===== config.mk =====
export PLATFORM = sky130hd
export DESIGN_NAME = shader_source_tokenizer
export DESIGN_NICKNAME = d
export VERILOG_FILES = /design/src/design/sst_pkg.sv /design/src/design/sst_fifo.sv /design/src/design/sst_front.sv /design/src/design/sst_kwmatch.sv /design/src/design/sst_scan.sv /design/src/design/shader_source_tokenizer.sv
export SDC_FILE = /design/constraint.sdc
export NUM_CORES = 2
export LEC_CHECK = 0
export BUFFER_PORTS_ARGS = -buffer_cell sky130_fd_sc_hd__buf_2
export CAP_MARGIN = 20
export CORE_ASPECT_RATIO = 0.6
export CORE_UTILIZATION = 45
export DETAILED_ROUTE_END_ITERATION = 8
export SYNTH_ARGS = -nofsm -noshare
export SYNTH_HDL_FRONTEND = slang
export SYNTH_SLANG_ARGS = --single-unit

===== constraint.sdc =====
create_clock -name i_clk -period 18.1 [get_ports i_clk]
set_input_delay 0.905 -clock i_clk [delete_from_list [all_inputs] [get_ports i_clk]]
set_output_delay 0.905 -clock i_clk [all_outputs]
set_load 0.005 [all_outputs]

===== src/design/sst_pkg.sv =====
package sst_pkg;

    localparam int KW_MAX_LEN = 15;
    localparam int KW_COUNT   = 87;
    localparam int KW_LEN_W   = $clog2(KW_MAX_LEN + 1);
    localparam int KW_IDX_W   = $clog2(KW_MAX_LEN);

    typedef logic [6:0] t_kind;
    typedef logic [2:0] t_err;
    typedef logic [8*KW_MAX_LEN-1:0] t_kw_word;

    // Opcodes of the input beat
    localparam logic OP_BYTE = 1'b0;
    localparam logic OP_END  = 1'b1;

    // Error codes
    localparam t_err E_NONE         = 3'd0;
    localparam t_err E_OPEN_COMMENT = 3'd1;
    localparam t_err E_HEX_EMPTY    = 3'd2;
    localparam t_err E_NUM_LETTER   = 3'd3;
    localparam t_err E_BAD_CHAR     = 3'd4;

    // Token kinds
    localparam t_kind K_RESERVED   = 7'd53;
    localparam t_kind K_INCR       = 7'd54;
    localparam t_kind K_ADD_ASSIGN = 7'd55;
    localparam t_kind K_ADD        = 7'd56;
    localparam t_kind K_DECR       = 7'd57;
    localparam t_kind K_SUB_ASSIGN = 7'd58;
    localparam t_kind K_SUB        = 7'd59;
    localparam t_kind K_MUL_ASSIGN = 7'd60;
    localparam t_kind K_MUL        = 7'd61;
    localparam t_kind K_DIV_ASSIGN = 7'd62;
    localparam t_kind K_DIV        = 7'd63;
    localparam t_kind K_MOD        = 7'd64;
    localparam t_kind K_LE         = 7'd65;
    localparam t_kind K_LT         = 7'd66;
    localparam t_kind K_GE         = 7'd67;
    localparam t_kind K_GT         = 7'd68;
    localparam t_kind K_EQ         = 7'd69;
    localparam t_kind K_ASSIGN     = 7'd70;
    localparam t_kind K_NE         = 7'd71;
    localparam t_kind K_NOT        = 7'd72;
    localparam t_kind K_LAND       = 7'd73;
    localparam t_kind K_AND        = 7'd74;
    localparam t_kind K_LOR        = 7'd75;
    localparam t_kind K_OR         = 7'd76;
    localparam t_kind K_LXOR       = 7'd77;
    localparam t_kind K_XOR        = 7'd78;
    localparam t_kind K_TILDE      = 7'd79;
    localparam t_kind K_LPAREN     = 7'd80;
    localparam t_kind K_RPAREN     = 7'd81;
    localparam t_kind K_LBRACK     = 7'd82;
    localparam t_kind K_RBRACK     = 7'd83;
    localparam t_kind K_LBRACE     = 7'd84;
    localparam t_kind K_RBRACE     = 7'd85;
    localparam t_kind K_SEMI       = 7'd86;
    localparam t_kind K_COMMA      = 7'd87;
    localparam t_kind K_DOT        = 7'd88;
    localparam t_kind K_COLON      = 7'd89;
    localparam t_kind K_QUEST      = 7'd90;
    localparam t_kind K_HASH       = 7'd91;
    localparam t_kind K_IDENT      = 7'd92;
    localparam t_kind K_INT        = 7'd93;
    localparam t_kind K_FLOAT      = 7'd94;
    localparam t_kind K_ERROR      = 7'd95;
    localparam t_kind K_EOF        = 7'd96;

    // Characters the scanner looks at by value
    localparam logic [7:0] CH_NL    = 8'h0A;
    localparam logic [7:0] CH_SLASH = "/";
    localparam logic [7:0] CH_STAR  = "*";
    localparam logic [7:0] CH_ZERO  = "0";
    localparam logic [7:0] CH_LX    = "x";
    localparam logic [7:0] CH_UX    = "X";
    localparam logic [7:0] CH_DOT   = ".";
    localparam logic [7:0] CH_LE    = "e";
    localparam logic [7:0] CH_UE    = "E";
    localparam logic [7:0] CH_PLUS  = "+";
    localparam logic [7:0] CH_MINUS = "-";

    typedef enum logic [3:0] {
        M_IDLE,
        M_LINE,
        M_BLOCK,
        M_BLOCK_STAR,
        M_IDENT,
        M_HEX_PREFIX,
        M_HEX,
        M_DEC,
        M_EXP,
        M_DONE
    } t_mode;

    typedef struct packed {
        logic       opcode;
        logic [7:0] ch;
    } t_src_item;

    typedef struct packed {
        t_kind       kind;
        t_err        error_code;
        logic [31:0] start_offset;
        logic [15:0] token_length;
        logic [31:0] line_number;
        logic [31:0] column_number;
        logic        last;
    } t_tok_item;

    typedef struct packed {
        logic ws;
        logic dig;
        logic hex;
        logic idst;
    } t_cls;

    typedef struct packed {
        logic       is_end;
        logic [7:0] ch;
        t_cls       cls;
    } t_q_item;

    typedef struct packed {
        logic  hit;
        t_kind kind;
    } t_op_hit;

    localparam t_kw_word KW_WORD [KW_COUNT] = '{
        "attribute", "const", "uniform", "varying", "break", "continue", "do", "for",
        "while", "if", "else", "discard", "return", "struct", "void", "in", "out",
        "inout", "float", "int", "bool", "true", "false", "vec2", "vec3", "vec4",
        "ivec2", "ivec3", "ivec4", "bvec2", "bvec3", "bvec4", "mat2", "mat3", "mat4",
        "mat2x2", "mat3x3", "mat4x4", "mat2x3", "mat2x4", "mat3x2", "mat3x4",
        "mat4x2", "mat4x3", "sampler1D", "sampler2D", "sampler3D", "samplerCube",
        "sampler1DShadow", "sampler2DShadow", "invariant", "centroid", "precision",
        "lowp", "mediump", "highp",
        "asm", "class", "union", "enum", "typedef", "template", "this", "packed",
        "goto", "switch", "default", "inline", "noinline", "volatile", "public",
        "static", "extern", "external", "interface", "long", "short", "double",
        "half", "fixed", "unsigned", "input", "output", "sizeof", "cast",
        "namespace", "using"
    };

    localparam t_kind KW_KIND [KW_COUNT] = '{
        7'd0, 7'd1, 7'd2, 7'd3, 7'd4, 7'd5, 7'd6, 7'd7, 7'd8, 7'd9, 7'd10, 7'd11,
        7'd12, 7'd13, 7'd14, 7'd15, 7'd16, 7'd17, 7'd18, 7'd19, 7'd20, 7'd21,
        7'd22, 7'd23, 7'd24, 7'd25, 7'd26, 7'd27, 7'd28, 7'd29, 7'd30, 7'd31,
        7'd32, 7'd33, 7'd34, 7'd32, 7'd33, 7'd34, 7'd35, 7'd36, 7'd37, 7'd38,
        7'd39, 7'd40, 7'd41, 7'd42, 7'd43, 7'd44, 7'd45, 7'd46, 7'd47, 7'd48,
        7'd49, 7'd50, 7'd51, 7'd52,
        K_RESERVED, K_RESERVED, K_RESERVED, K_RESERVED, K_RESERVED, K_RESERVED,
        K_RESERVED, K_RESERVED, K_RESERVED, K_RESERVED, K_RESERVED, K_RESERVED,
        K_RESERVED, K_RESERVED, K_RESERVED, K_RESERVED, K_RESERVED, K_RESERVED,
        K_RESERVED, K_RESERVED, K_RESERVED, K_RESERVED, K_RESERVED, K_RESERVED,
        K_RESERVED, K_RESERVED, K_RESERVED, K_RESERVED, K_RESERVED, K_RESERVED,
        K_RESERVED
    };

    // Length of a right-justified, zero-padded keyword
    function automatic logic [KW_LEN_W-1:0] kw_len(input t_kw_word w);
        int n;
        n = 0;
        for (int k = 0; k < KW_MAX_LEN; k++) begin
            if (w[8*k +: 8] != 8'h00) n = k + 1;
        end
        return KW_LEN_W'(n);
    endfunction

    // Left-justify so that character k sits at a fixed place
    function automatic t_kw_word kw_left(input t_kw_word w);
        return w << (8 * (KW_MAX_LEN - int'(kw_len(w))));
    endfunction

    function automatic t_cls classify(input logic [7:0] c);
        t_cls r;
        r.ws   = (c == 8'h20) || (c == 8'h09) || (c == 8'h0D) || (c == 8'h0A);
        r.dig  = (c >= "0") && (c <= "9");
        r.hex  = r.dig || ((c >= "a") && (c <= "f")) || ((c >= "A") && (c <= "F"));
        r.idst = ((c >= "a") && (c <= "z")) || ((c >= "A") && (c <= "Z")) || (c == "_");
        return r;
    endfunction

    function automatic logic has_pair(input logic [7:0] c);
        return (c == "+") || (c == "-") || (c == "*") || (c == "/") || (c == "<") ||
               (c == ">") || (c == "=") || (c == "!") || (c == "&") || (c == "|") ||
               (c == "^");
    endfunction

    function automatic t_op_hit two_char(input logic [7:0] c0, input logic [7:0] c1);
        t_op_hit r;
        r = '{hit: 1'b0, kind: K_ERROR};
        case (c0)
            "+": begin
                if (c1 == "+") r = '{hit: 1'b1, kind: K_INCR};
                else if (c1 == "=") r = '{hit: 1'b1, kind: K_ADD_ASSIGN};
            end
            "-": begin
                if (c1 == "-") r = '{hit: 1'b1, kind: K_DECR};
                else if (c1 == "=") r = '{hit: 1'b1, kind: K_SUB_ASSIGN};
            end
            "*": if (c1 == "=") r = '{hit: 1'b1, kind: K_MUL_ASSIGN};
            "/": if (c1 == "=") r = '{hit: 1'b1, kind: K_DIV_ASSIGN};
            "<": if (c1 == "=") r = '{hit: 1'b1, kind: K_LE};
            ">": if (c1 == "=") r = '{hit: 1'b1, kind: K_GE};
            "=": if (c1 == "=") r = '{hit: 1'b1, kind: K_EQ};
            "!": if (c1 == "=") r = '{hit: 1'b1, kind: K_NE};
            "&": if (c1 == "&") r = '{hit: 1'b1, kind: K_LAND};
            "|": if (c1 == "|") r = '{hit: 1'b1, kind: K_LOR};
            "^": if (c1 == "^") r = '{hit: 1'b1, kind: K_LXOR};
            default: r = '{hit: 1'b0, kind: K_ERROR};
        endcase
        return r;
    endfunction

    function automatic t_op_hit one_char(input logic [7:0] c);
        t_op_hit r;
        r.hit = 1'b1;
        case (c)
            "+": r.kind = K_ADD;
            "-": r.kind = K_SUB;
            "*": r.kind = K_MUL;
            "/": r.kind = K_DIV;
            "%": r.kind = K_MOD;
            "<": r.kind = K_LT;
            ">": r.kind = K_GT;
            "=": r.kind = K_ASSIGN;
            "!": r.kind = K_NOT;
            "&": r.kind = K_AND;
            "|": r.kind = K_OR;
            "^": r.kind = K_XOR;
            "~": r.kind = K_TILDE;
            "(": r.kind = K_LPAREN;
            ")": r.kind = K_RPAREN;
            "[": r.kind = K_LBRACK;
            "]": r.kind = K_RBRACK;
            "{": r.kind = K_LBRACE;
            "}": r.kind = K_RBRACE;
            ";": r.kind = K_SEMI;
            ",": r.kind = K_COMMA;
            ".": r.kind = K_DOT;
            ":": r.kind = K_COLON;
            "?": r.kind = K_QUEST;
            "#": r.kind = K_HASH;
            default: begin
                r.hit  = 1'b0;
                r.kind = K_ERROR;
            end
        endcase
        return r;
    endfunction

endpackage


===== src/design/sst_fifo.sv =====
module sst_fifo #(
    parameter int WIDTH = 8,
    parameter int DEPTH = 4
) (
    input  logic             i_clk,
    input  logic             i_rst_n,
    input  logic             i_push,
    input  logic [WIDTH-1:0] i_data,
    output logic             o_full,
    input  logic             i_pop,
    output logic [WIDTH-1:0] o_data,
    output logic             o_empty
);

    localparam int AW = $clog2(DEPTH);

    logic [WIDTH-1:0] r_mem [DEPTH];
    logic [AW-1:0]    r_wr, r_rd;
    logic [AW:0]      r_cnt;
    logic             do_push, do_pop;

    assign o_full  = (r_cnt == (AW+1)'(DEPTH));
    assign o_empty = (r_cnt == '0);
    assign o_data  = r_mem[r_rd];
    assign do_push = i_push && !o_full;
    assign do_pop  = i_pop && !o_empty;

    always_ff @(posedge i_clk) begin
        if (!i_rst_n) begin
            r_wr  <= '0;
            r_rd  <= '0;
            r_cnt <= '0;
        end else begin
            if (do_push) r_wr <= r_wr + 1'b1;
            if (do_pop)  r_rd <= r_rd + 1'b1;
            r_cnt <= r_cnt + (AW+1)'(do_push) - (AW+1)'(do_pop);
        end
    end

    always_ff @(posedge i_clk) begin
        if (do_push) r_mem[r_wr] <= i_data;
    end

endmodule


===== src/design/sst_front.sv =====
module sst_front #(
    parameter int DEPTH = 4
) (
    input  logic               i_clk,
    input  logic               i_rst_n,
    input  logic               i_push,
    input  sst_pkg::t_src_item i_src,
    output logic               o_full,
    input  logic               i_q_pop,
    output sst_pkg::t_q_item   o_q_item,
    output logic               o_q_empty
);
    import sst_pkg::*;

    t_q_item cls_item;

    // Classify on the way in so the scanner sees ready-made class bits
    always_comb begin
        cls_item.is_end = (i_src.opcode == OP_END);
        cls_item.ch     = i_src.ch;
        cls_item.cls    = classify(i_src.ch);
    end

    sst_fifo #(
        .WIDTH ($bits(t_q_item)),
        .DEPTH (DEPTH)
    ) u_queue (
        .i_clk   (i_clk),
        .i_rst_n (i_rst_n),
        .i_push  (i_push),
        .i_data  (cls_item),
        .o_full  (o_full),
        .i_pop   (i_q_pop),
        .o_data  (o_q_item),
        .o_empty (o_q_empty)
    );

endmodule


===== src/design/sst_kwmatch.sv =====
module sst_kwmatch (
    input  logic                i_clk,
    input  logic                i_rst_n,
    input  logic                i_start,
    input  logic                i_add,
    input  logic [7:0]          i_ch,
    output sst_pkg::t_kind      o_kind
);
    import sst_pkg::*;

    logic [KW_COUNT-1:0] r_cand, n_cand, hit, exact;
    logic [15:0]         r_len, idx;
    logic                in_range;
    logic [KW_IDX_W-1:0] idx_n;
    logic [KW_LEN_W-1:0] idx1;
    t_kind               r_kind, n_kind;

    assign idx      = i_start ? 16'd0 : r_len;
    assign in_range = (idx < 16'(KW_MAX_LEN));
    assign idx_n    = idx[KW_IDX_W-1:0];
    assign idx1     = KW_LEN_W'(idx_n) + KW_LEN_W'(1);

    for (genvar i = 0; i < KW_COUNT; i++) begin : g_kw
        localparam t_kw_word LJ = kw_left(KW_WORD[i]);
        localparam logic [KW_LEN_W-1:0] LEN = kw_len(KW_WORD[i]);
        assign hit[i]    = in_range && (LJ[8*(KW_MAX_LEN-1-int'(idx_n)) +: 8] == i_ch);
        assign n_cand[i] = (i_start || r_cand[i]) && hit[i];
        assign exact[i]  = n_cand[i] && (LEN == idx1);
    end

    // At most one entry matches exactly: the table holds no duplicates
    always_comb begin
        n_kind = '0;
        for (int i = 0; i < KW_COUNT; i++) begin
            if (exact[i]) n_kind = n_kind | KW_KIND[i];
        end
        if (exact == '0) n_kind = K_IDENT;
    end

    always_ff @(posedge i_clk) begin
        if (!i_rst_n) begin
            r_cand <= '1;
            r_len  <= '0;
            r_kind <= K_IDENT;
        end else if (i_add) begin
            r_cand <= n_cand;
            r_len  <= (idx == 16'hFFFF) ? idx : idx + 16'd1;
            r_kind <= n_kind;
        end
    end

    assign o_kind = r_kind;

endmodule


===== src/design/sst_scan.sv =====
module sst_scan #(
    parameter int POSITION_BITS = 32
) (
    input  logic               i_clk,
    input  logic               i_rst_n,
    input  sst_pkg::t_q_item   i_q_item,
    input  logic               i_q_empty,
    output logic               o_q_pop,
    input  logic               i_out_full,
    output logic               o_out_push,
    output sst_pkg::t_tok_item o_out_tok
);
    import sst_pkg::*;

    localparam int PB = POSITION_BITS;

    typedef struct packed {
        logic [7:0] ch;
        t_cls       cls;
    } t_wbyte;

    t_mode   r_mode, n_mode, mode_sel;
    t_wbyte  r_win [3];
    t_wbyte  n_win [3];
    t_wbyte  sh_win [3];
    logic [1:0] r_cnt, cnt_after, take;
    logic    r_ended;
    logic [1:0] r_flags, n_flags;
    logic [PB-1:0] r_off, r_line, r_col, r_st_off, r_st_line, r_st_col;
    logic [PB-1:0] n_off, n_line, n_col, st_off, st_line, st_col;
    logic [PB:0]   off_sum, col_sum, line_sum;
    logic [PB-1:0] len_diff;

    logic go, c0v, c1v, c2v, eos0;
    logic [7:0] b0, b1;
    logic ws0, dig0, hex0, idst0, idc0, dig1, dig2;
    logic need1, wait1, is_cmt, is_hexp, is_num;
    logic dec_dig, dec_dot, dec_e, e_d, e_sign, e_sd, dec_wait, exp_go;
    t_op_hit two, one;

    logic  emit, last, mark, kw_start, kw_add, space, load, nl;
    t_kind kind, id_kind;
    t_err  code;

    // Window view
    assign c0v  = (r_cnt >= 2'd1);
    assign c1v  = (r_cnt >= 2'd2);
    assign c2v  = (r_cnt == 2'd3);
    assign b0   = r_win[0].ch;
    assign b1   = r_win[1].ch;
    assign eos0 = !c0v;
    assign ws0  = c0v && r_win[0].cls.ws;
    assign dig0 = c0v && r_win[0].cls.dig;
    assign hex0 = c0v && r_win[0].cls.hex;
    assign idst0 = c0v && r_win[0].cls.idst;
    assign idc0 = idst0 || dig0;
    assign dig1 = c1v && r_win[1].cls.dig;
    assign dig2 = c2v && r_win[2].cls.dig;

    // One move per cycle; hold while the result queue is full or the window awaits a byte
    assign go = !i_out_full && (r_mode != M_DONE) && (c0v || r_ended);

    // Idle-state decode
    assign need1   = dig0 || (c0v && (b0 == CH_DOT || has_pair(b0)));
    assign wait1   = need1 && !c1v && !r_ended;
    assign is_cmt  = c0v && (b0 == CH_SLASH) && c1v && (b1 == CH_SLASH || b1 == CH_STAR);
    assign is_hexp = c0v && (b0 == CH_ZERO) && c1v && (b1 == CH_LX || b1 == CH_UX);
    assign is_num  = dig0 || (c0v && (b0 == CH_DOT) && dig1);
    assign two     = two_char(b0, b1);
    assign one     = one_char(b0);

    // Decimal-state decode, including the exponent lookahead
    assign dec_dig  = dig0;
    assign dec_dot  = c0v && (b0 == CH_DOT) && !r_flags[1];
    assign dec_e    = c0v && (b0 == CH_LE || b0 == CH_UE);
    assign e_d      = dig1;
    assign e_sign   = c1v && (b1 == CH_PLUS || b1 == CH_MINUS);
    assign e_sd     = e_sign && dig2;
    assign exp_go   = dec_e && (e_d || e_sd);
    assign dec_wait = dec_e && ((!c1v && !r_ended) || (e_sign && !c2v && !r_ended));

    // Next state
    always_comb begin
        mode_sel = r_mode;
        unique case (r_mode)
            M_IDLE: begin
                if (eos0)           mode_sel = M_DONE;
                else if (ws0)       mode_sel = M_IDLE;
                else if (idst0)     mode_sel = M_IDENT;
                else if (wait1)     mode_sel = M_IDLE;
                else if (is_cmt)    mode_sel = (b1 == CH_SLASH) ? M_LINE : M_BLOCK;
                else if (is_hexp)   mode_sel = M_HEX_PREFIX;
                else if (is_num)    mode_sel = M_DEC;
                else                mode_sel = M_IDLE;
            end
            M_LINE: begin
                if (eos0 || b0 == CH_NL) mode_sel = M_IDLE;
            end
            M_BLOCK, M_BLOCK_STAR: begin
                if (eos0) mode_sel = M_DONE;
                else if (r_mode == M_BLOCK_STAR && b0 == CH_SLASH) mode_sel = M_IDLE;
                else mode_sel = (b0 == CH_STAR) ? M_BLOCK_STAR : M_BLOCK;
            end
            M_IDENT:      if (!idc0) mode_sel = M_IDLE;
            M_HEX_PREFIX: mode_sel = hex0 ? M_HEX : M_IDLE;
            M_HEX:        if (!hex0) mode_sel = M_IDLE;
            M_DEC: begin
                if (dec_dig || dec_dot || dec_wait) mode_sel = M_DEC;
                else if (exp_go) mode_sel = M_EXP;
                else mode_sel = M_IDLE;
            end
            M_EXP:  if (!dig0) mode_sel = M_IDLE;
            M_DONE: mode_sel = M_DONE;
            default: mode_sel = M_DONE;
        endcase
        n_mode = go ? mode_sel : r_mode;
    end

    // Move outputs: bytes taken, token emitted, marks and flags
    always_comb begin
        take     = 2'd0;
        emit     = 1'b0;
        kind     = K_ERROR;
        code     = E_NONE;
        last     = 1'b0;
        mark     = 1'b0;
        kw_start = 1'b0;
        kw_add   = 1'b0;
        n_flags  = r_flags;
        unique case (r_mode)
            M_IDLE: begin
                if (eos0) begin
                    mark = 1'b1;
                    emit = 1'b1;
                    kind = K_EOF;
                    last = 1'b1;
                end else if (ws0) begin
                    take = 2'd1;
                end else if (idst0) begin
                    mark     = 1'b1;
                    kw_start = 1'b1;
                    kw_add   = 1'b1;
                    take     = 2'd1;
                end else if (wait1) begin
                    take = 2'd0;
                end else if (is_cmt) begin
                    take = 2'd2;
                end else begin
                    mark = 1'b1;
                    if (is_hexp) begin
                        take = 2'd2;
                    end else if (is_num) begin
                        n_flags = (b0 == CH_DOT) ? 2'b11 : 2'b00;
                        take    = 2'd1;
                    end else if (c1v && two.hit) begin
                        take = 2'd2;
                        emit = 1'b1;
                        kind = two.kind;
                    end else begin
                        take = 2'd1;
                        emit = 1'b1;
                        kind = one.hit ? one.kind : K_ERROR;
                        code = one.hit ? E_NONE : E_BAD_CHAR;
                    end
                end
            end
            M_LINE: begin
                if (!(eos0 || b0 == CH_NL)) take = 2'd1;
            end
            M_BLOCK, M_BLOCK_STAR: begin
                if (eos0) begin
                    mark = 1'b1;
                    emit = 1'b1;
                    kind = K_ERROR;
                    code = E_OPEN_COMMENT;
                    last = 1'b1;
                end else begin
                    take = 2'd1;
                end
            end
            M_IDENT: begin
                if (idc0) begin
                    kw_add = 1'b1;
                    take   = 2'd1;
                end else begin
                    emit = 1'b1;
                    kind = id_kind;
                end
            end
            M_HEX_PREFIX: begin
                if (hex0) begin
                    take = 2'd1;
                end else begin
                    emit = 1'b1;
                    kind = K_ERROR;
                    code = E_HEX_EMPTY;
                end
            end
            M_HEX: begin
                if (hex0) begin
                    take = 2'd1;
                end else begin
                    emit = 1'b1;
                    kind = K_INT;
                end
            end
            M_DEC, M_EXP: begin
                if (dig0) begin
                    take = 2'd1;
                end else if (r_mode == M_DEC && dec_dot) begin
                    n_flags = 2'b11;
                    take    = 2'd1;
                end else if (r_mode == M_DEC && dec_wait) begin
                    take = 2'd0;
                end else if (r_mode == M_DEC && exp_go) begin
                    n_flags = r_flags | 2'b01;
                    take    = e_d ? 2'd1 : 2'd2;
                end else begin
                    emit = 1'b1;
                    kind = idst0 ? K_ERROR : (r_flags[0] ? K_FLOAT : K_INT);
                    code = idst0 ? E_NUM_LETTER : E_NONE;
                end
            end
            M_DONE: take = 2'd0;
            default: take = 2'd0;
        endcase
    end

    sst_kwmatch u_kw (
        .i_clk   (i_clk),
        .i_rst_n (i_rst_n),
        .i_start (go && kw_start),
        .i_add   (go && kw_add),
        .i_ch    (b0),
        .o_kind  (id_kind)
    );

    // Position after the bytes taken this move
    assign nl       = (take != 2'd0) && (b0 == CH_NL);
    assign off_sum  = {1'b0, r_off} + (PB+1)'(take);
    assign col_sum  = {1'b0, r_col} + (PB+1)'(take);
    assign line_sum = {1'b0, r_line} + (PB+1)'(1);
    assign n_off    = off_sum[PB] ? '1 : off_sum[PB-1:0];
    assign n_line   = !nl ? r_line : (line_sum[PB] ? '1 : line_sum[PB-1:0]);
    assign n_col    = nl ? PB'(1) : (col_sum[PB] ? '1 : col_sum[PB-1:0]);

    assign st_off   = mark ? r_off  : r_st_off;
    assign st_line  = mark ? r_line : r_st_line;
    assign st_col   = mark ? r_col  : r_st_col;
    assign len_diff = n_off - st_off;

    always_comb begin
        o_out_tok.kind       = kind;
        o_out_tok.error_code = code;
        o_out_tok.last       = last;
    end

    if (PB > 32) begin : g_wide
        assign o_out_tok.start_offset  = (|st_off[PB-1:32])  ? '1 : st_off[31:0];
        assign o_out_tok.line_number   = (|st_line[PB-1:32]) ? '1 : st_line[31:0];
        assign o_out_tok.column_number = (|st_col[PB-1:32])  ? '1 : st_col[31:0];
    end else begin : g_narrow
        assign o_out_tok.start_offset  = 32'(st_off);
        assign o_out_tok.line_number   = 32'(st_line);
        assign o_out_tok.column_number = 32'(st_col);
    end

    if (PB > 16) begin : g_len_wide
        assign o_out_tok.token_length = (|len_diff[PB-1:16]) ? 16'hFFFF : len_diff[15:0];
    end else begin : g_len_narrow
        assign o_out_tok.token_length = 16'(len_diff);
    end

    assign o_out_push = go && emit;

    // Window refill from the front queue; everything after the end beat is dropped
    assign cnt_after = r_cnt - (go ? take : 2'd0);
    assign space     = (cnt_after != 2'd3);
    assign load      = !i_q_empty && !r_ended && space;
    assign o_q_pop   = !i_q_empty && (r_ended || space);

    always_comb begin
        case (go ? take : 2'd0)
            2'd1:    sh_win = '{r_win[1], r_win[2], r_win[2]};
            2'd2:    sh_win = '{r_win[2], r_win[2], r_win[2]};
            default: sh_win = r_win;
        endcase
        n_win = sh_win;
        if (load && !i_q_item.is_end) begin
            n_win[cnt_after] = '{ch: i_q_item.ch, cls: i_q_item.cls};
        end
    end

    always_ff @(posedge i_clk) begin
        r_win <= n_win;
        if (go && mark) begin
            r_st_off  <= r_off;
            r_st_line <= r_line;
            r_st_col  <= r_col;
        end
    end

    always_ff @(posedge i_clk) begin
        if (!i_rst_n) begin
            r_mode  <= M_IDLE;
            r_cnt   <= 2'd0;
            r_ended <= 1'b0;
            r_flags <= 2'b00;
            r_off   <= '0;
            r_line  <= PB'(1);
            r_col   <= PB'(1);
        end else begin
            r_mode  <= n_mode;
            r_cnt   <= cnt_after + 2'(load && !i_q_item.is_end);
            if (load && i_q_item.is_end) r_ended <= 1'b1;
            if (go) begin
                r_flags <= n_flags;
                r_off   <= n_off;
                r_line  <= n_line;
                r_col   <= n_col;
            end
        end
    end

endmodule


===== src/design/shader_source_tokenizer.sv =====
// A beat is written into the input queue and then loaded into the scanner window; a token
// decided by that beat is written into the result queue and shows on o_tok from there.
// Throughput: one scanner move per cycle while the result queue has room, at most one byte
// refilled per cycle; a lexeme that ends only on the next byte (identifier, number, hex) costs one
// move that takes no byte, so dense text runs below one byte per cycle and full stalls the source
// while the queue catches up. Reset: synchronous, active low; clears both queues, the scan state,
// positions (line and column to one) and the end-of-source flag. No clearing pass is needed.
module shader_source_tokenizer #(
    parameter int POSITION_BITS   = 32,
    parameter int IN_QUEUE_DEPTH  = 4,
    parameter int OUT_QUEUE_DEPTH = 4
) (
    input  logic               i_clk,
    input  logic               i_rst_n,
    // source side: push/full
    input  logic               push,
    output logic               full,
    input  sst_pkg::t_src_item i_src,
    // token side: empty/pop
    output logic               empty,
    input  logic               pop,
    output sst_pkg::t_tok_item o_tok
);
    import sst_pkg::*;

    t_q_item   q_item;
    logic      q_empty, q_pop;
    logic      tok_push, tok_full;
    t_tok_item tok;

    // Front: classify each source beat and hold it in a short queue so the
    // producer keeps streaming while the scanner waits on lookahead or on
    // the token consumer.
    sst_front #(
        .DEPTH (IN_QUEUE_DEPTH)
    ) u_front (
        .i_clk     (i_clk),
        .i_rst_n   (i_rst_n),
        .i_push    (push),
        .i_src     (i_src),
        .o_full    (full),
        .i_q_pop   (q_pop),
        .o_q_item  (q_item),
        .o_q_empty (q_empty)
    );

    // Back: three-byte lookahead window plus the scan state machine. One move per cycle,
    // held while the result queue is full: drop trivia, advance a lexeme, or emit one token.
    sst_scan #(
        .POSITION_BITS (POSITION_BITS)
    ) u_scan (
        .i_clk      (i_clk),
        .i_rst_n    (i_rst_n),
        .i_q_item   (q_item),
        .i_q_empty  (q_empty),
        .o_q_pop    (q_pop),
        .i_out_full (tok_full),
        .o_out_push (tok_push),
        .o_out_tok  (tok)
    );

    // Result queue: finished tokens wait here, so the scanner keeps moving
    // while the consumer holds off pop.
    sst_fifo #(
        .WIDTH ($bits(t_tok_item)),
        .DEPTH (OUT_QUEUE_DEPTH)
    ) u_out (
        .i_clk   (i_clk),
        .i_rst_n (i_rst_n),
        .i_push  (tok_push),
        .i_data  (tok),
        .o_full  (tok_full),
        .i_pop   (pop),
        .o_data  (o_tok),
        .o_empty (empty)
    );

    // The scanner never pushes into a full result queue
    a_no_overflow: assert property (@(posedge i_clk) disable iff (!i_rst_n)
        tok_push |-> !tok_full)
        else $error("token pushed into full result queue");

    // Only end-of-source or an open comment closes the stream
    a_last_kind: assert property (@(posedge i_clk) disable iff (!i_rst_n)
        (tok_push && tok.last) |->
            (tok.kind == K_EOF || (tok.kind == K_ERROR && tok.error_code == E_OPEN_COMMENT)))
        else $error("last flag on a non-final token");

    // Error code is set exactly on error tokens
    a_err_code: assert property (@(posedge i_clk) disable iff (!i_rst_n)
        tok_push |-> ((tok.kind == K_ERROR) == (tok.error_code != E_NONE)))
        else $error("error code does not match token kind");

    // Nothing is emitted after the final token
    a_quiet_after_last: assert property (@(posedge i_clk) disable iff (!i_rst_n)
        (tok_push && tok.last) |=> !tok_push)
        else $error("token emitted after the final token");

endmodule

== After elaboration in Yosys (flattened, before gate mapping) ==
Memory sizes are Yosys's and may differ from the RTL's. A register that Yosys moved wholly into a read port is not among the register bits.
Index checks and enable logic that the tools add are counted.

* Bitwise logic cells: 1
* Muxes and demuxes: 578
* Equal/unequal tests: 181
* Add/sub/neg operators: 17
* Order comparisons: 13
* Reduce and logical (&&, ||, !) cells: 456
* Shift-type cells: 87

{| class="wikitable"
|+ Operators by type and width
! cell !! count
|-
| $shiftx 120x8->8 const A || 87
|-
| $eq 8x8->1 || 87
|-
| $mux 7 || 68
|-
| $mux 32 || 14
|-
| $mux 6 || 55
|-
| $logic_and 1x1->1 || 314
|-
| $mux 2 || 135
|-
| $mux 4 || 60
|-
| $mux 8 || 28
|-
| $eq 8x6->1 const B || 26
|-
| $mux 3 || 67
|-
| $pmux 7 s25 || 1
|-
| $mux 87 || 2
|-
| $logic_or 1x1->1 || 119
|-
| $eq 8x7->1 const B || 14
|-
| $mux 1 || 112
|-
| $pmux 8 s11 || 1
|-
| $logic_not 87->1 || 1
|-
| $mux 16 || 5
|-
| $mux 5 || 16
|-
| $pmux 36 s2 || 1
|-
| $add 32x2->33 || 2
|-
| $pmux 7 s6 || 1
|-
| $bwmux 36 || 1
|-
| 60 further kinds || 116
|}

* Memory bits (writable): 544
* Memories: 2
* Register bits after elaboration: 361

{| class="wikitable"
|+ Memory list
! memory !! words !! width !! read ports !! clocked after Yosys merged registers in !! write ports !! line !! source
|-
| u_out.r_mem || 4 || 123 || 1 || 1 || 1 || sst_fifo.sv:17 || <nowiki>logic [WIDTH-1:0] r_mem [DEPTH];</nowiki>
|-
| u_front.u_queue.r_mem || 4 || 13 || 1 || 1 || 1 || sst_fifo.sv:17 ||
|}

== Logic depth before layout (Yosys ltp) ==
* Depth in word-level cells: 109
* Mapped depth: 36

== By module ==
A second synthesis with hierarchy kept.

* Cell total of the unflattened synthesis: 4527
* Area, all modules: 49329.8 sq um

{| class="wikitable"
|+ Modules (own cells, without submodules)
! module !! area an instance (sq um) !! instances !! cells an instance
|-
| sst_fifo at u_out || 18205.0 || 1 || 693
|-
| sst_scan || 15732.6 || 1 || 1836
|-
| sst_kwmatch || 12846.1 || 1 || 1856
|-
| sst_fifo at u_front.u_queue || 2373.5 || 1 || 118
|-
| sst_front || 172.7 || 1 || 24
|}

== Worst setup path after synthesis ==
Ideal clock, no wire load.

* Kind: reg-to-reg
* Start: reg u_scan.r_cnt[0]
* End: reg u_scan.r_st_col[0], enable pin
* Library setup time: 668 ps
* Clock period less this slack: 9257 ps
* Arrival time: 8589 ps
* Stages on the path, launching flop included: 12
* Data required time: 17432 ps
* Setup slack: 8843 ps
* Cells stage by stage: dfxtp_1 > clkbuf_1 > or3_1 > nand3_1 > buf_2 > buf_2 > buf_2 > buf_2 > buf_2 > clkbuf_1 > buf_1 > nor3_1

* Word-level cells in the longest chain between the ends: 26
* Elaborated cells on any way between the ends: 39

{| class="wikitable"
|+ Ends and longest elaborated chain
! what !! line !! source
|-
| start: declaration || sst_scan.sv:26 || <nowiki>logic [1:0] r_cnt, cnt_after, take;</nowiki>
|-
| start signal: assignment || sst_scan.sv:314 || <nowiki>r_cnt <= cnt_after + 2'(load && !i_q_item.is_end);</nowiki>
|-
| $ge 2x1->1 || sst_scan.sv:46 || <nowiki>assign c0v = (r_cnt >= 2'd1);</nowiki>
|-
| $logic_and 1x1->1 (3 in a row) || sst_scan.sv:66 || <nowiki>assign is_cmt = c0v && (b0 == CH_SLASH) && c1v && (b1 == CH_SLASH || b1 == CH_STAR);</nowiki>
|-
| $mux 1 || sst_scan.sv:146 || <nowiki>end else if (is_cmt) begin</nowiki>
|-
| $mux 1 || sst_scan.sv:144 || <nowiki>end else if (wait1) begin</nowiki>
|-
| $mux 1 || sst_scan.sv:139 || <nowiki>end else if (idst0) begin</nowiki>
|-
| $mux 1 || sst_scan.sv:137 || <nowiki>end else if (ws0) begin</nowiki>
|-
| $mux 1 || sst_scan.sv:132 || <nowiki>if (eos0) begin</nowiki>
|-
| $mux 1 || sst_scan.sv:130 || <nowiki>unique case (r_mode)</nowiki>
|-
| [8 not listed] || n/a ||
|-
| $mux 1 || sst_scan.sv:130 ||
|-
| $mux 1 || sst_scan.sv:137 ||
|-
| $mux 1 || sst_scan.sv:132 ||
|-
| $mux 1 || sst_scan.sv:130 ||
|-
| $mux 1 || sst_scan.sv:132 ||
|-
| $mux 1 || sst_scan.sv:130 ||
|-
| $pmux 1 s2 || sst_scan.sv:130 ||
|-
| $logic_and 1x1->1 (*) || sst_scan.sv:296 || <nowiki>if (go && mark) begin</nowiki>
|-
| end signal: assignment || sst_scan.sv:299 || <nowiki>r_st_col <= r_col;</nowiki>
|-
| end: declaration || sst_scan.sv:29 || <nowiki>logic [PB-1:0] r_off, r_line, r_col, r_st_off, r_st_line, r_st_col;</nowiki>
|}

Every way passes the cells marked *; elsewhere a longest branch is shown, timed or not. The select of a mux whose other input is x is not followed.
A chain may end at the register's enable or synchronous reset.

==> metrics list <==
- The first detailed-routing pass took 9 iterations.
- The count of final hold-check violations was 0.
- The later pin in the worst-skew pair is clocked with a latency of around 0.74 ns.
- Across all hold checks on the routed design, the worst slack comes to approximately 0.45 ns.
- The count of final max-slew check failures came to 0.
- Starting DRC count in detailed routing: roughly 6600
- The worst setup path is launched from a register.
- The H-tree was split into 3 levels.
- The floorplan step set the die width to 428 um.
* Antenna violations before repair: 11
- Post-synth cell types: between 100 and 150
- No sink is reached through more buffers than the 3 on the longest clock path.
* R2R setup slack: ~7.4 ns
* Number of setup violations in the final report: 0
- Of all flip-flops after synthesis, the portion carrying an async set or reset was 0%.
* Post-synth EDFFs: roughly 650
- Vias in the first global route: 36800
- Proportion of layout cells with a drive suffix above 1: 15.9%
* Cell row count: between 90 and 100
* Crit Reg-Reg Startpoint: u_scan.b0[0]
- Entering global routing, the biggest net connects between 60 and 70 pins.
* Core Util, Final: about half
* Final net count: roughly 4700
* Relative area change from synthesis to final layout: 11.0%
- Gates resized during post-CTS repair numbered 0.
- Wire length of the first global-routing pass: 281000 um
- Top cells by area, synth: sky130_fd_sc_hd__edfxtp_1 40%, sky130_fd_sc_hd__dfxtp_1 10%, sky130_fd_sc_hd__mux4_2 6.2%
- Critical path capture point: u_out.r_mem[0][66]
- The biggest area contributor in the post-synthesis netlist is sky130_fd_sc_hd__edfxtp_1.
- DPL Wire Length: about 150000 um
* Actual slew at the worst max-slew pin: 1.32 ns
* Result of the run: finished with violations
- Required time at the endpoint of the critical path: 18.52 ns
- Synthesis inferred between 900 and 1000 register bits.
- End of the worst register-to-register path: u_out.r_mem[0][66]
- Critical path's most frequent cell: sky130_fd_sc_hd__buf_4
* Global Route Usage Sum: between 30% and 40%
- Pre-CTS setup slack: approximately 7.7 ns
- The path class of the tightest hold or removal check is input pin to register.
- Dividing the detail-routed wire length by the instance count gives around 33 um.
- Largest stage delay on the critical path: 0.87 ns
- In this run the remaining antenna-violating nets after routing total 0.
- The critical path in this run is classified as register to register.
- Clock transition at the registers of the reported paths: ~0.060 ns
* Setup bufs post-CTS: 0
- Once the floorplan was initialized, standard cells occupied between 40% and 50% of the core.
- Die height: approximately 260 um
- Portion of the post-synthesis area used by sequential elements: 50.4%
* Total congestion overflow after global routing: 0
- Top Ports: approximately 140
- For the final database, setup skew stands at 0.0580 ns.
- Routability-driven placement finished with a final weighted congestion of between 1 and 1.5.
* Critical path capture point type: register
- In this run the worst setup path begins at u_scan.b0[0].
- CTS saw 909 sinks.
* Slowest-stage cell, CP: sky130_fd_sc_hd__dfxtp_2
- Die footprint: between 100000 and 150000 um^2
* Lkg Pwr: roughly 19 nW
* Mean instance size in the synthesized netlist: around 11 um^2
- Maximum vdd drop: roughly 0.095 mV
* Failing checks: DRC
* Minimum setup slack in the final design: between 7 and 8 ns
* Remaining DRCs: 4
- In this run the standard cell core region covers around 110000 um^2.
* Via count: approximately 40000
- Number of vias per cell: between 6 and 7
- The worst pin sits at a relative slew slack of a little under an eighth.
- Total power density per cell area: 173 nW/um^2
- Summed over all failing endpoints, the final setup total negative slack is 0 ns.
* Setup repair after global routing missed its margin: false
- # port buffers: 137
- After technology mapping, the gate count stands at between 4000 and 5000.
* Total detailed-routing wirelength: about 200000 um
- TritonCTS built the clock tree.
- After synthesis the cells add up to between 40000 and 50000 um^2.
- Counting cells, the worst reg-to-reg path comes to 31.
- Number of warnings printed during yosys synthesis: 0
* Highest achievable clock rate: 93.2 MHz
* Hold-fix buffer count after cts: 0
* Worst EP arrival: between 10 and 15 ns
* Area share of the leading cell type in the synthesized netlist: 39.9%
- The most used flip-flop cell after synthesis is sky130_fd_sc_hd__edfxtp_1.
* Root buffer cell: sky130_fd_sc_hd__clkbuf_16
- Of the available clock period, the critical path in the final layout requires 59.3%.
- Clock tree synthesis inserted a total of 86 buffers.
- The smallest clock period supported by the final layout is computed as about 11 ns.
- After layout, the design draws a total of around 9.4 mW.
- Net Count, Synth: about 4600
- Maximum fanout along the worst path: 46
- Reported max-cap violation count: 0
cells in the mapped netlist, drive strengths merged, types with 17 or more instances:
master,number
mux2,86
o211ai,60
or4,24
nor4,65
and2,59
a22oi,32
nor2,311
a211oi,50
a21oi,300
o311ai,23
o21ai,283
a2111oi,17
o22ai,38
and3,54
o221ai,22
inv,117
nor3,116
nor2b,28
a31oi,43
a21o,33
a211o,21
nand4,73
xnor2,196
mux2i,61
ha,57
dfxtp,257
nand3,192
o2111ai,18
or2,19
a221oi,20
mux4,136
nand2b,26
and4,18
edfxtp,652
clkbuf,204
buf,104
a311oi,27
nand2,397
or3,50
xor2,42
worst min path at each step:
| stage | startpoint | end | slack, ns | cells after the start |
|---|---|---|---|---|
| 6_report | i_src[8] | u_front.u_queue.r_mem[1][12] | 0.45 | 1 |
| 5_1_grt | i_src[8] | u_front.u_queue.r_mem[0][12] | 0.42 | 1 |
| 4_1_cts | i_src[8] | u_front.u_queue.r_mem[2][12] | 0.40 | 1 |
| 3_5_place_dp | u_scan.u_kw.r_cand[34] | u_scan.u_kw.r_cand[34] | 0.45 | 2 |
| 3_3_place_gp | u_scan.u_kw.r_cand[37] | u_scan.u_kw.r_cand[37] | 0.45 | 2 |
| 2_1_floorplan | u_scan.r_off[10] | u_scan.r_st_off[10] | 0.41 | 0 |
sequential cells by signal (all words and copies together), names as in the netlist, 2 cells and up, named ones only:
| name | flops |
|---|---|
| u_scan.r_st_col | 32 |
| u_scan.r_st_line | 32 |
| u_out.r_rd | 2 |
| u_out.r_cnt | 3 |
| u_scan.r_cnt | 2 |
| u_scan.r_col | 32 |
| u_scan.u_kw.r_len | 16 |
| u_scan.u_kw.o_kind | 7 |
| u_scan.r_line | 32 |
| u_front.u_queue.r_mem | 52 |
| u_scan.u_kw.r_cand | 87 |
| u_out.r_wr | 2 |
| u_scan.r_flags | 2 |
| u_front.u_queue.r_wr | 2 |
| u_front.u_queue.r_cnt | 3 |
| u_scan.b1 | 8 |
| u_scan.b0 | 8 |
| u_scan.r_st_off | 32 |
| u_scan.r_off | 32 |
| u_scan.r_win | 20 |
| u_out.r_mem | 492 |
| u_scan.r_mode | 4 |
| u_front.u_queue.r_rd | 2 |
final cells by class:
type / instances / area, um^2
Antenna cell: 4 / 10.0
Clock buffer: 114 / 2340
Clock inverter: 46 / 522
Fill cell: 9679 / 53300
Inverter: 122 / 460
Multi-Input combinational cell: 3221 / 22800
Sequential cell: 909 / 24700
Tap cell: 1425 / 1780
Timing Repair Buffer: 290 / 1850
critical path, delay by kind of cell, from the launching register on:
family / cells / cell delay (ns)
simple gates: 13 / 3.83
compound gates: 10 / 3.05
fa+ha+maj: 2 / 0.62
buf+inv: 5 / 1.70
mux: 1 / 0.24
flops: 1 / 0.87
where the power goes:
| part | switching (mW) | internal (mW) | leakage (nW) |
|---|---|---|---|
| Combinational | 3.00 | 1.43 | 9.51 |
| Clock | 0.854 | 1.03 | 1.38 |
| Sequential | 0.212 | 2.88 | 8.07 |
| Total | 4.06 | 5.34 | 19.0 |
through the flow:
stage          cell area [um^2]  instances
5_1_grt                   54500       6129
2_1_floorplan             49100       4561
6_report                  54500       6131
3_5_place_dp              51500       5959
3_3_place_gp              51500       5957
4_1_cts                   54400       6119
cell usage in the layout (no fill, tap or decap), drive strengths merged, types with 19 or more instances in the layout:
| cell type | instances |
|---|---|
| nand2b | 26 |
| edfxtp | 652 |
| or2 | 19 |
| clkbuf | 117 |
| a22oi | 32 |
| nor2 | 311 |
| a21o | 33 |
| a211o | 21 |
| and3 | 54 |
| mux2i | 61 |
| xnor2 | 196 |
| o21ai | 283 |
| mux2 | 86 |
| a221oi | 20 |
| nand2 | 397 |
| o221ai | 22 |
| nand3 | 192 |
| xor2 | 42 |
| buf | 287 |
| a31oi | 43 |
| nor2b | 28 |
| nor4 | 65 |
| o311ai | 23 |
| nor3 | 116 |
| a211oi | 50 |
| a21oi | 300 |
| o22ai | 38 |
| inv | 117 |
| o211ai | 60 |
| mux4 | 136 |
| or3 | 50 |
| clkinv | 37 |
| or4 | 24 |
| and2 | 59 |
| a311oi | 27 |
| nand4 | 73 |
| dfxtp | 257 |
| ha | 57 |
cells by family (layout without fill, tap and decap cells):
group | Yosys count | count (layout) | synth area share, %
AOI/OAI and AO/OA | 1151 | 1151 | 15.6
xor gates and xnor gates | 238 | 238 | 4.29
adders and majority gates | 62 | 62 | 1.66
buffers and inverters | 431 | 572 | 3.49
DFF | 909 | 909 | 50.4
muxes | 283 | 283 | 9.46
other | 0 | 4 | 0
and+or+nand+nor | 1487 | 1487 | 15.1
per-layer routing:
metal,global-route usage [%],wire [um],share of wire (%),up-vias
li1,-,-,-,17600
met1,54.9,92700,46,20400
met2,40.8,69900,35,2716
met3,18.3,31600,16,378
met4,8.35,5560,2.8,10
met5,1.77,294,0.15,-
Note: power is estimated with default switching activity, not from simulation.
